`config.mk`:
```
export PLATFORM = sky130hd
export DESIGN_NAME = binary_to_decimal_ascii_core_flat
export DESIGN_NICKNAME = d
export VERILOG_FILES = /design/src/rtl/core/b2d_pkg.sv /design/src/rtl/core/b2d_num_if.sv /design/src/rtl/core/b2d_char_if.sv /design/src/rtl/core/b2d_div_stage.sv /design/src/rtl/core/b2d_serializer.sv /design/src/rtl/core/binary_to_decimal_ascii_core.sv /design/src/flat_wrapper.sv
export SDC_FILE = /design/constraint.sdc
export NUM_CORES = 1
export LEC_CHECK = 0
export ABC_AREA = 1
export BUFFER_PORTS_ARGS = -buffer_cell sky130_fd_sc_hd__clkbuf_2
export CAP_MARGIN = 20
export CORE_MARGIN = 1.5
export CORE_UTILIZATION = 55
export DETAILED_ROUTE_END_ITERATION = 6
export PLACE_DENSITY = 0.71
export SLEW_MARGIN = 40
export SYNTH_ARGS = -nofsm -noshare
export SYNTH_HDL_FRONTEND = slang
export SYNTH_SLANG_ARGS = --single-unit
```
`constraint.sdc`:
```
create_clock -name clk -period 11.18 [get_ports clk]
set_clock_uncertainty 0.2 [all_clocks]
set_input_delay 1.677 -clock clk [delete_from_list [all_inputs] [get_ports clk]]
set_output_delay 1.677 -clock clk [all_outputs]
set_load 0.02 [all_outputs]
```
`src/rtl/core/b2d_pkg.sv`:
```
package b2d_pkg;

    localparam int NumDigits   = 5;
    localparam int ByteDigits  = 3;
    localparam int WordDigits  = 5;
    localparam int DivStages   = 4;

    // floor(x / 10) == (x * Recip10) >> Recip10Shift for every 16-bit x
    localparam logic [15:0] Recip10      = 16'd52429;
    localparam int          Recip10Shift = 19;

    localparam logic [5:0] AsciiZero = 6'd48;

    // Work item moving down the divide pipeline; dig[k] is the digit of 10^k
    typedef struct packed {
        logic [15:0]                quot;
        logic [NumDigits-1:0][3:0]  dig;
        logic                       word_mode;
        logic                       keep_zeros;
    } b2d_work_t;

endpackage

```
`src/rtl/core/b2d_num_if.sv`:
```
interface b2d_num_if;
    logic        valid;
    logic        ready;
    logic [15:0] value;
    logic        word_mode;
    logic        keep_zeros;

    modport source (output valid, output value, output word_mode, output keep_zeros,
                    input ready);
    modport sink (input valid, input value, input word_mode, input keep_zeros,
                  output ready);
endinterface

```
`src/rtl/core/b2d_char_if.sv`:
```
interface b2d_char_if;
    logic       valid;
    logic       ready;
    logic [5:0] digit_char;
    logic       last;

    modport source (output valid, output digit_char, output last, input ready);
    modport sink (input valid, input digit_char, input last, output ready);
endinterface

```
`src/rtl/core/b2d_div_stage.sv`:
```
module b2d_div_stage
    import b2d_pkg::*;
#(
    parameter int Pos = 0
)
(
    input  logic      clk,
    input  logic      rst_n,
    input  logic      up_valid,
    input  b2d_work_t up_data,
    input  logic      load,
    output logic      dn_valid,
    output b2d_work_t dn_data
);

    logic      valid_reg;
    logic      valid_next;
    b2d_work_t data_reg;
    b2d_work_t data_next;
    logic [31:0] prod;
    logic [15:0] q;
    logic [15:0] q_times10;
    logic [15:0] rem;

    always_comb
    begin
        prod      = 32'(up_data.quot) * 32'(Recip10);
        q         = 16'(prod >> Recip10Shift);
        q_times10 = {q[12:0], 3'b000} + {q[14:0], 1'b0};
        rem       = up_data.quot - q_times10;

        data_next          = up_data;
        data_next.quot     = q;
        data_next.dig[Pos] = rem[3:0];
        // last stage: the quotient left over is the top digit
        if (Pos == DivStages - 1)
        begin
            data_next.dig[NumDigits-1] = q[3:0];
        end
        valid_next = load ? up_valid : valid_reg;
    end

    always_ff @(posedge clk or negedge rst_n)
    begin
        if (!rst_n)
        begin
            valid_reg <= 1'b0;
        end
        else
        begin
            valid_reg <= valid_next;
        end
    end

    always_ff @(posedge clk)
    begin
        if (load)
        begin
            data_reg <= data_next;
        end
    end

    assign dn_valid = valid_reg;
    assign dn_data  = data_reg;

endmodule

```
`src/rtl/core/b2d_serializer.sv`:
```
module b2d_serializer
    import b2d_pkg::*;
(
    input  logic       clk,
    input  logic       rst_n,
    input  logic       up_valid,
    input  b2d_work_t  up_data,
    output logic       up_ready,
    b2d_char_if.source digit
);

    logic                      busy_reg;
    logic                      busy_next;
    logic [2:0]                idx_reg;
    logic [2:0]                idx_next;
    logic [NumDigits-1:0][3:0] dig_reg;
    logic [2:0]                ndig;
    logic [2:0]                start;
    logic                      done;
    logic                      take;

    always_comb
    begin
        ndig = up_data.word_mode ? 3'(WordDigits) : 3'(ByteDigits);
        // highest nonzero digit, or the units digit when all are zero; with zeros kept, the mode's top digit
        start = 3'd0;
        if (up_data.keep_zeros)
        begin
            start = ndig - 3'd1;
        end
        else
        begin
            for (int k = 1; k < NumDigits; k++)
            begin
                if ((3'(k) < ndig) && (up_data.dig[k] != 4'd0))
                begin
                    start = 3'(k);
                end
            end
        end
    end

    always_comb
    begin
        done      = busy_reg && digit.ready && (idx_reg == 3'd0);
        up_ready  = !busy_reg || done;
        take      = up_valid && up_ready;
        busy_next = busy_reg;
        idx_next  = idx_reg;
        if (take)
        begin
            busy_next = 1'b1;
            idx_next  = start;
        end
        else if (done)
        begin
            busy_next = 1'b0;
        end
        else if (busy_reg && digit.ready)
        begin
            idx_next = idx_reg - 3'd1;
        end
    end

    always_ff @(posedge clk or negedge rst_n)
    begin
        if (!rst_n)
        begin
            busy_reg <= 1'b0;
            idx_reg  <= 3'd0;
        end
        else
        begin
            busy_reg <= busy_next;
            idx_reg  <= idx_next;
        end
    end

    always_ff @(posedge clk)
    begin
        if (take)
        begin
            dig_reg <= up_data.dig;
        end
    end

    assign digit.valid      = busy_reg;
    assign digit.digit_char = AsciiZero + {2'b00, dig_reg[idx_reg]};
    assign digit.last       = (idx_reg == 3'd0);

endmodule

```
`src/rtl/core/binary_to_decimal_ascii_core.sv`:
```
// An accepted request passes the four divide-by-ten stages, then the serializer,
// before its first character. A new request may enter every cycle unless the
// stages are full and the serializer busy. Characters leave one per cycle while
// ready is high; a request yields 1 to 5 of them (3 or 5 with zeros kept).
// Reset (rst_n low, asynchronous) empties the pipeline and the serializer.
module binary_to_decimal_ascii_core
    import b2d_pkg::*;
(
    input  logic       clk,
    input  logic       rst_n,
    b2d_num_if.sink    number,
    b2d_char_if.source digit
);

    logic      stg_valid [DivStages+1];
    b2d_work_t stg_data  [DivStages+1];
    logic      load      [DivStages];
    logic      ser_ready;

    assign stg_valid[0] = number.valid;
    assign stg_data[0]  = '{quot:       number.word_mode ? number.value
                                                         : {8'h00, number.value[7:0]},
                            dig:        '0,
                            word_mode:  number.word_mode,
                            keep_zeros: number.keep_zeros};

    // a stage loads when it is empty or its content moves on
    always_comb
    begin
        load[DivStages-1] = !stg_valid[DivStages] || ser_ready;
        for (int k = DivStages - 2; k >= 0; k--)
        begin
            load[k] = !stg_valid[k+1] || load[k+1];
        end
    end

    assign number.ready = load[0];

    for (genvar s = 0; s < DivStages; s++)
    begin : g_stage
        b2d_div_stage #(
            .Pos (s)
        ) u_stage (
            .clk      (clk),
            .rst_n    (rst_n),
            .up_valid (stg_valid[s]),
            .up_data  (stg_data[s]),
            .load     (load[s]),
            .dn_valid (stg_valid[s+1]),
            .dn_data  (stg_data[s+1])
        );
    end

    b2d_serializer u_ser (
        .clk      (clk),
        .rst_n    (rst_n),
        .up_valid (stg_valid[DivStages]),
        .up_data  (stg_data[DivStages]),
        .up_ready (ser_ready),
        .digit    (digit)
    );

endmodule

```
`src/flat_wrapper.sv`:
```
// flat-port wrapper written by rule: the top's interface ports become plain ports
module binary_to_decimal_ascii_core_flat import b2d_pkg::*;
  (clk, rst_n, number_valid, number_value, number_word_mode, number_keep_zeros, number_ready, digit_valid, digit_digit_char, digit_last, digit_ready);
  b2d_num_if number_i ();
  b2d_char_if digit_i ();
  input  logic clk;
  input  logic rst_n;
  input wire logic [$bits(number_i.valid)-1:0] number_valid;
  input wire logic [$bits(number_i.value)-1:0] number_value;
  input wire logic [$bits(number_i.word_mode)-1:0] number_word_mode;
  input wire logic [$bits(number_i.keep_zeros)-1:0] number_keep_zeros;
  output wire logic [$bits(number_i.ready)-1:0] number_ready;
  output wire logic [$bits(digit_i.valid)-1:0] digit_valid;
  output wire logic [$bits(digit_i.digit_char)-1:0] digit_digit_char;
  output wire logic [$bits(digit_i.last)-1:0] digit_last;
  input wire logic [$bits(digit_i.ready)-1:0] digit_ready;
  assign number_i.valid = number_valid;
  assign number_i.value = number_value;
  assign number_i.word_mode = number_word_mode;
  assign number_i.keep_zeros = number_keep_zeros;
  assign number_ready = number_i.ready;
  assign digit_valid = digit_i.valid;
  assign digit_digit_char = digit_i.digit_char;
  assign digit_last = digit_i.last;
  assign digit_i.ready = digit_ready;
  binary_to_decimal_ascii_core u_core (.clk(clk), .rst_n(rst_n), .number(number_i), .digit(digit_i));
endmodule
```
==> results of run 1 <==
[cells by family (layout without fill, tap and decap cells)]
| kind of cell | after synthesis | in the layout |
|---|---|---|
| xor+xnor | 50 | 50 |
| flops | 110 | 110 |
| fa+ha+maj | 506 | 506 |
| compound gates | 184 | 184 |
| simple gates | 430 | 430 |
| buf+inv | 482 | 521 |
| other cells | 1 | 2 |
[critical path, stage by stage]
cell	delay, ns
clkbuf_2	0.22
nand2_1	0.08
inv_1	0.22
ha_1	0.33
fa_1	0.54
inv_1	0.07
fa_1	0.51
fa_1	0.56
inv_1	0.06
fa_1	0.51
fa_1	0.52
ha_1	0.39
nand2_1	0.11
nor2_1	0.20
inv_1	0.08
o21ai_0	0.33
nor2_1	0.09
nand2_1	0.07
nand2_1	0.07
ha_1	0.31
nand2_1	0.10
nand3_1	0.08
nand2_1	0.08
nand2_1	0.06
nand2_1	0.05
nand2_1	0.04
[stage by stage]
| stage | setup slack [ns] | cell area (sq um) | instances |
|---|---|---|---|
| 2_1_floorplan | 3.948 | 16050 | 1764 |
| 3_3_place_gp | 3.583 | 16650 | 2171 |
| 3_5_place_dp | 3.406 | 16650 | 2171 |
| 4_1_cts | 3.772 | 16970 | 2187 |
| 5_1_grt | 3.395 | 16970 | 2187 |
| 6_report | 3.744 | 16970 | 2187 |
[cell usage after synthesis (2+ instances only)]
master	n	area (sq um)
a21o_1	14	105.1
a21oi_1	87	435.4
a221o_1	4	40.04
a31oi_1	8	50.05
and2_1	2	12.51
buf_2	2	10.01
buf_4	2	15.01
clkbuf_1	3	11.26
dfrtp_1	8	200.2
edfxtp_1	102	3063
fa_1	166	3323
ha_1	340	4254
inv_1	475	1783
nand2_1	240	900.9
nand2_2	9	56.30
nand3_1	47	235.2
nand3_2	3	30.03
nand3b_1	3	22.52
nand4_1	15	93.84
nor2_1	76	285.3
nor3_1	21	105.1
nor4_1	5	31.28
o211ai_1	6	45.04
o21ai_0	38	190.2
o21ai_1	2	10.01
o21bai_1	12	90.09
o31ai_1	2	15.01
or2_2	5	31.28
xnor2_1	17	148.9
xor2_1	31	271.5
[final cells by class]
class                      instances  area (sq um)  area share
timing repair buffer              30         155.1    0.009145
tap                              384         480.5     0.02832
clock buffer                       9         225.2     0.01328
inverter                         475          1783      0.1051
multi-input combinational       1172         10970      0.6464
sequential                       110          3263      0.1923
clock inverter                     7         91.34    0.005384
[worst max-delay path by stage]
stage,start,to,slack [ns],cells past startpoint
final,number_word_mode,u_core.g_stage[0].u_stage.dn_data[5]$_DFFE_PP_,3.74,26
after global placement,number_word_mode,u_core.g_stage[0].u_stage.dn_data[5]$_DFFE_PP_,3.58,26
after floorplan,number_word_mode,u_core.g_stage[0].u_stage.dn_data[5]$_DFFE_PP_,3.95,26
after global routing,number_word_mode,u_core.g_stage[0].u_stage.dn_data[5]$_DFFE_PP_,3.40,26
after detailed placement,number_word_mode,u_core.g_stage[0].u_stage.dn_data[5]$_DFFE_PP_,3.41,26
after CTS,number_word_mode,u_core.g_stage[0].u_stage.dn_data[5]$_DFFE_PP_,3.77,26
[per-layer routing]
| metal | vias to the layer above | GRT usage | wire length, um |
|---|---|---|---|
| li1 | 5681 | - | - |
| met1 | 5437 | 0.3045 | 15310 |
| met2 | 192 | 0.4290 | 17070 |
| met3 | 40 | 0.02368 | 990 |
| met4 | 0 | 0.05855 | 617 |
| met5 | - | 0 | 0 |
==> impl_metrics.env, run 1 <==
export IMPL_pin_count=31
export IMPL_die_w_um=173.8
export IMPL_fin_crit_ns=7.436
export IMPL_synth_xor_area_frac=0.02909
export IMPL_final_core_util=0.5911
export IMPL_r2r_end="u_core.g_stage[1].u_stage.dn_data[9]$_DFFE_PP_"
export IMPL_coreArea_sq_mm=0.02870
export IMPL_dr_first_iter_drc_count=599
export IMPL_synth_edf_count=102
export IMPL_synth_flop_cell="edfxtp_1"
export IMPL_critPathKind="in2reg"
export IMPL_setup_viol=0
export IMPL_yosys_cell_types_count=48
export IMPL_worstReg2RegStart="u_core.g_stage[0].u_stage.dn_data[29]$_DFFE_PP_"
export IMPL_antenna_found_initial=0
export IMPL_wl_um=33990
export IMPL_clk_pin_slew_ns=0.08
export IMPL_grt_max_degree=25
export IMPL_cts_buffers=9
export IMPL_cts_tree="yes"
export IMPL_end_kind="flip-flop"
export IMPL_outcome="completed"
export IMPL_ant_nets=0
export IMPL_grt_ovfl_total=0
export IMPL_synth_compound_area_frac=0.06706
export IMPL_period_share=0.6651
export IMPL_worstHoldStart="u_core.g_stage[0].u_stage.dn_data[4]$_DFFE_PP_"
export IMPL_clkSinkCount=110
export IMPL_clk_latency_ns=0.37
export IMPL_fin_nets=2326
export IMPL_gp_congestion=0.9303
export IMPL_synth_seq_area_share=0.2034
export IMPL_synth_area_sq_mm=0.01605
export IMPL_area_growth_syn_to_layout_pct=5.731
export IMPL_arrival_ns=7.35
export IMPL_maxSlewHeadroom=0.4741
export IMPL_remaining_drc_errors=0
export IMPL_via_per_inst=5.190
export IMPL_synthSimpleGateAreaFrac=0.1146
export IMPL_synth_top_family_by_area="adder cells"
export IMPL_yosysWarningCount=0
export IMPL_worstPathMaxFanout=9
export IMPL_row_count=62
export IMPL_post_cts_setup_buffers=0
export IMPL_grt_util_all_layers=0.2373
export IMPL_wl_per_cell_um=15.54
export IMPL_tightest_slew_ns=0.7880
export IMPL_cp_required_ns=11.09
export IMPL_fin_hold_ws_ns=0.2126
export IMPL_finalMaxSlewViolations=0
export IMPL_start_util=0.5590
export IMPL_hold_viol_final=0
export IMPL_synthCells=1763
export IMPL_cts_htree_levels=3
export IMPL_hold_depth=0
export IMPL_final_common_cell="inv_1"
export IMPL_drive_gt1_frac=0.03827
export IMPL_die_area_sq_mm=0.03021
export IMPL_dr_pass1_iters=5
export IMPL_grt_pass1_wl_um=57320
export IMPL_port_buffers=28
export IMPL_die_y_um=173.8
export IMPL_ff2ff_setup_slack_ns=5.36
export IMPL_async_reset_ff_frac=0.07273
export IMPL_n_fill_cell=2473
export IMPL_clockRootBuffer="clkbuf_16"
export IMPL_cts_buffer_depth=2
export IMPL_post_synth_fa_ha_maj_area_fraction=0.4722
export IMPL_ys_seq_elements=110
export IMPL_startpoint_type="input pin"
export IMPL_fmax_mhz=134.5
export IMPL_dp_hpwl_um=30210
export IMPL_final_cell_mix="inv_1, ha_1, nand2_1, fa_1, edfxtp_1"
export IMPL_fin_tns_setup_ns=0
export IMPL_cap_violations=0
export IMPL_cts_repair_resized=0
export IMPL_holdBufCountCts=0
export IMPL_syn_avg_cell_area_sq_um=9.101
export IMPL_muxShareOfSynthArea=0
export IMPL_first_global_vias=11970
export IMPL_hold_path_end="u_core.g_stage[1].u_stage.dn_data[4]$_DFFE_PP_"
export IMPL_largest_reg_flops=82
export IMPL_antenna_cells=0
export IMPL_num_vias=11350
export IMPL_min_path_type="reg2reg"
export IMPL_reg2reg_depth=26
export IMPL_rsz0062_at_grt="false"
Power of run 1 is not shown: default switching activity piles up to over one toggle a cycle in this logic, so the estimate is an artifact.
==> inputs of run 2 (changes only) <==
--- a/config.mk
+++ b/config.mk
@@ -5,13 +5,13 @@
 export SDC_FILE = /design/constraint.sdc
 export NUM_CORES = 1
 export LEC_CHECK = 0
-export ABC_AREA = 1
+export ABC_AREA = 0
 export BUFFER_PORTS_ARGS = -buffer_cell sky130_fd_sc_hd__clkbuf_2
 export CAP_MARGIN = 20
 export CORE_MARGIN = 1.5
 export CORE_UTILIZATION = 55
 export DETAILED_ROUTE_END_ITERATION = 6
-export PLACE_DENSITY = 0.71
+export PLACE_DENSITY = 0.74
 export SLEW_MARGIN = 40
 export SYNTH_ARGS = -nofsm -noshare
 export SYNTH_HDL_FRONTEND = slang
==> constraint.sdc (replaced) <==
create_clock -name clk -period 6.33 [get_ports clk]
set_clock_uncertainty 0.2 [all_clocks]
set_input_delay 0.9495 -clock clk [delete_from_list [all_inputs] [get_ports clk]]
set_output_delay 0.9495 -clock clk [all_outputs]
set_load 0.02 [all_outputs]
==> impl_metrics.env, run 2 <==
export IMPL_ys_seq_elements=110
export IMPL_port_buffers=28
export IMPL_grt_max_degree=24
export IMPL_cts_buffer_depth=2
export IMPL_yosys_area_top_type="ha_1"
export IMPL_worstReg2RegStart="u_core.g_stage[0].u_stage.dn_data[29]$_DFFE_PP_"
export IMPL_clkSinkCount=110
export IMPL_period_share=0.9735
export IMPL_synthSimpleGateAreaFrac=0.04653
export IMPL_antenna_cells=0
export IMPL_cp_required_ns=6.24
export IMPL_syn_avg_cell_area_sq_um=10.82
export IMPL_ant_nets=0
export IMPL_die_w_um=165.5
export IMPL_worstPathMaxFanout=10
export IMPL_die_y_um=165.5
export IMPL_critPathKind="in2reg"
export IMPL_holdBufCountCts=0
export IMPL_wl_um=28090
export IMPL_post_synth_fa_ha_maj_area_fraction=0.5218
export IMPL_max_stage_delay_ns=0.54
export IMPL_fin_nets=1975
export IMPL_synth_compound_area_frac=0.06057
export IMPL_first_global_vias=9693
export IMPL_path_cells="buf_4, and2_1, buf_4, ha_1, fa_1, fa_1, fa_1, inv_1, fa_1, inv_1, ha_1, a21oi_2, o21ai_2, a2111oi_4, a31oi_2, a21oi_2, buf_6, o32ai_2, o41ai_2, xnor2_1"
export IMPL_slowest_stage="fa_1"
export IMPL_async_reset_ff_frac=0.07273
export IMPL_finalMaxSlewViolations=0
export IMPL_synth_area_sq_mm=0.01452
export IMPL_final_common_cell="inv_1"
export IMPL_die_area_sq_mm=0.02739
export IMPL_antenna_found_initial=0
export IMPL_tightest_slew_ns=0.5229
export IMPL_yosys_cell_types_count=59
export IMPL_synth_top_family_by_area="adder cells"
export IMPL_outcome="completed"
export IMPL_start_util=0.5588
export IMPL_startpoint_type="input pin"
export IMPL_cap_violations=0
export IMPL_clk_pin_slew_ns=0.09
export IMPL_via_per_inst=5.167
export IMPL_hold_viol_final=0
export IMPL_synth_seq_area_share=0.2247
export IMPL_coreArea_sq_mm=0.02598
export IMPL_grt_ovfl_total=0
export IMPL_design_area_sq_mm=0.01603
export IMPL_n_fill_cell=2078
export IMPL_drive_gt1_frac=0.1026
export IMPL_synth_flop_cell="edfxtp_1"
export IMPL_synth_edf_count=102
export IMPL_dr_first_iter_drc_count=420
export IMPL_cts_htree_levels=3
export IMPL_fin_crit_ns=6.162
export IMPL_clockRootBuffer="clkbuf_16"
export IMPL_remaining_drc_errors=0
export IMPL_num_vias=9234
export IMPL_arrival_ns=6.07
export IMPL_dr_pass1_iters=5
export IMPL_netlist_area_leader_share=0.2930
export IMPL_place_area_sq_mm=0.01558
export IMPL_synthTopCellsByCount="inv_1, ha_1, fa_1, edfxtp_1, xnor2_1"
export IMPL_grt_util_all_layers=0.2196
export IMPL_cts_buffers=9
export IMPL_setup_viol=0
export IMPL_wl_per_cell_um=15.72
export IMPL_row_count=59
export IMPL_synthTopCellsByArea="ha_1, fa_1, edfxtp_1"
export IMPL_dp_hpwl_um=24810
export IMPL_grt_pass1_wl_um=46300
export IMPL_area_growth_syn_to_layout_pct=10.37
export IMPL_gp_congestion=0.9324
export IMPL_maxSlewHeadroom=0.6502
export IMPL_final_cell_mix="inv_1, ha_1, fa_1, edfxtp_1, buf_4"
export IMPL_end_kind="flip-flop"
export IMPL_crit_path_frequent_cell="fa_1"
export IMPL_startpoint="number_word_mode"
export IMPL_largest_reg_flops=82
export IMPL_min_path_type="in2async"
export IMPL_synthCells=1342
export IMPL_rsz0062_at_grt="true"
export IMPL_final_core_util=0.6168
export IMPL_fmax_mhz=162.3
export IMPL_yosysWarningCount=0
export IMPL_synth_xor_area_frac=0.04041
export IMPL_clk_latency_ns=0.36
export IMPL_muxShareOfSynthArea=0.006204
export IMPL_cts_tree="yes"
export IMPL_yosysMostFrequentCell="inv_1"
export IMPL_pin_count=31
==> run 2: routing by layer <==
metal  up-vias  share of wire  global-route usage  wire length (um)
met5         -              0                   0                 0
met4         0          0.013             0.04221               379
met3        34          0.042             0.03272              1183
met2       130           0.50              0.3869             13920
met1      4501           0.45              0.2881             12610
li1       4569              -                   -                 -
==> run 2: kinds of logic after synthesis <==
family,count (synthesis)
buffers and inverters,383
multiplexers,9
other,1
AND/OR/NAND/NOR,140
XOR/XNOR,67
adder cells (fa/ha/maj),506
flip-flops,110
AO/OA/AOI/OAI,126
==> run 2: area by class of cell <==
type                            count  area (sq um)  share of cell area
Sequential cell                   110          3263              0.2036
Inverter                          377          1415             0.08829
Clock buffer                        9         225.2             0.01405
Clock inverter                      7         91.34            0.005699
Timing Repair Buffer               99         679.4             0.04239
Tap cell                          335         419.2             0.02615
Multi-Input combinational cell    850          9935              0.6198
==> run 2: final timing paths <==
path	endpoint	slack [ns]	cells past startpoint
worst min register to register	u_core.g_stage[2].u_stage.dn_data[6]$_DFFE_PP_	0.22	0
min in group clk	u_core.g_stage[2].u_stage.dn_data[6]$_DFFE_PP_	0.22	0
worst max-delay path	u_core.g_stage[0].u_stage.dn_data[34]$_DFFE_PP_	0.17	20
max in group asynchronous	u_core.u_ser.idx_reg[0]$_DFFE_PN0P_	5.53	1
worst max register to register	u_core.g_stage[1].u_stage.dn_data[9]$_DFFE_PP_	0.43	21
worst min-delay path	u_core.u_ser.idx_reg[1]$_DFFE_PN0P_	0.22	1
==> run 2: through the flow <==
stage	hold slack [ns]	setup slack, ns	TNS, ns	std cells
after floorplan	0.2003	0.01559	0	1343
after global placement	0.2003	-0.1758	-0.9113	1769
after global routing	0.2271	-0.07809	-0.07809	1787
after detailed placement	0.2045	-0.3539	-2.378	1769
final	0.2204	0.1678	0	1787
after CTS	0.2190	0.01023	0	1785
==> run 2: critical path, delay by kind of cell <==
kind | cells | cell delay [ns]
buffers and inverters | 5 | 0.58
adders and majority gates | 6 | 2.70
and+or+nand+nor | 1 | 0.30
AOI/OAI and AO/OA | 7 | 1.43
xor gates and xnor gates | 1 | 0.11
==> run 2: timing repair <==
item,in CTS,in global routing
setup buffers,0,2
setup endpoints to repair,0,11
resized for setup,0,21
Power of run 2 is left out for the same reason.
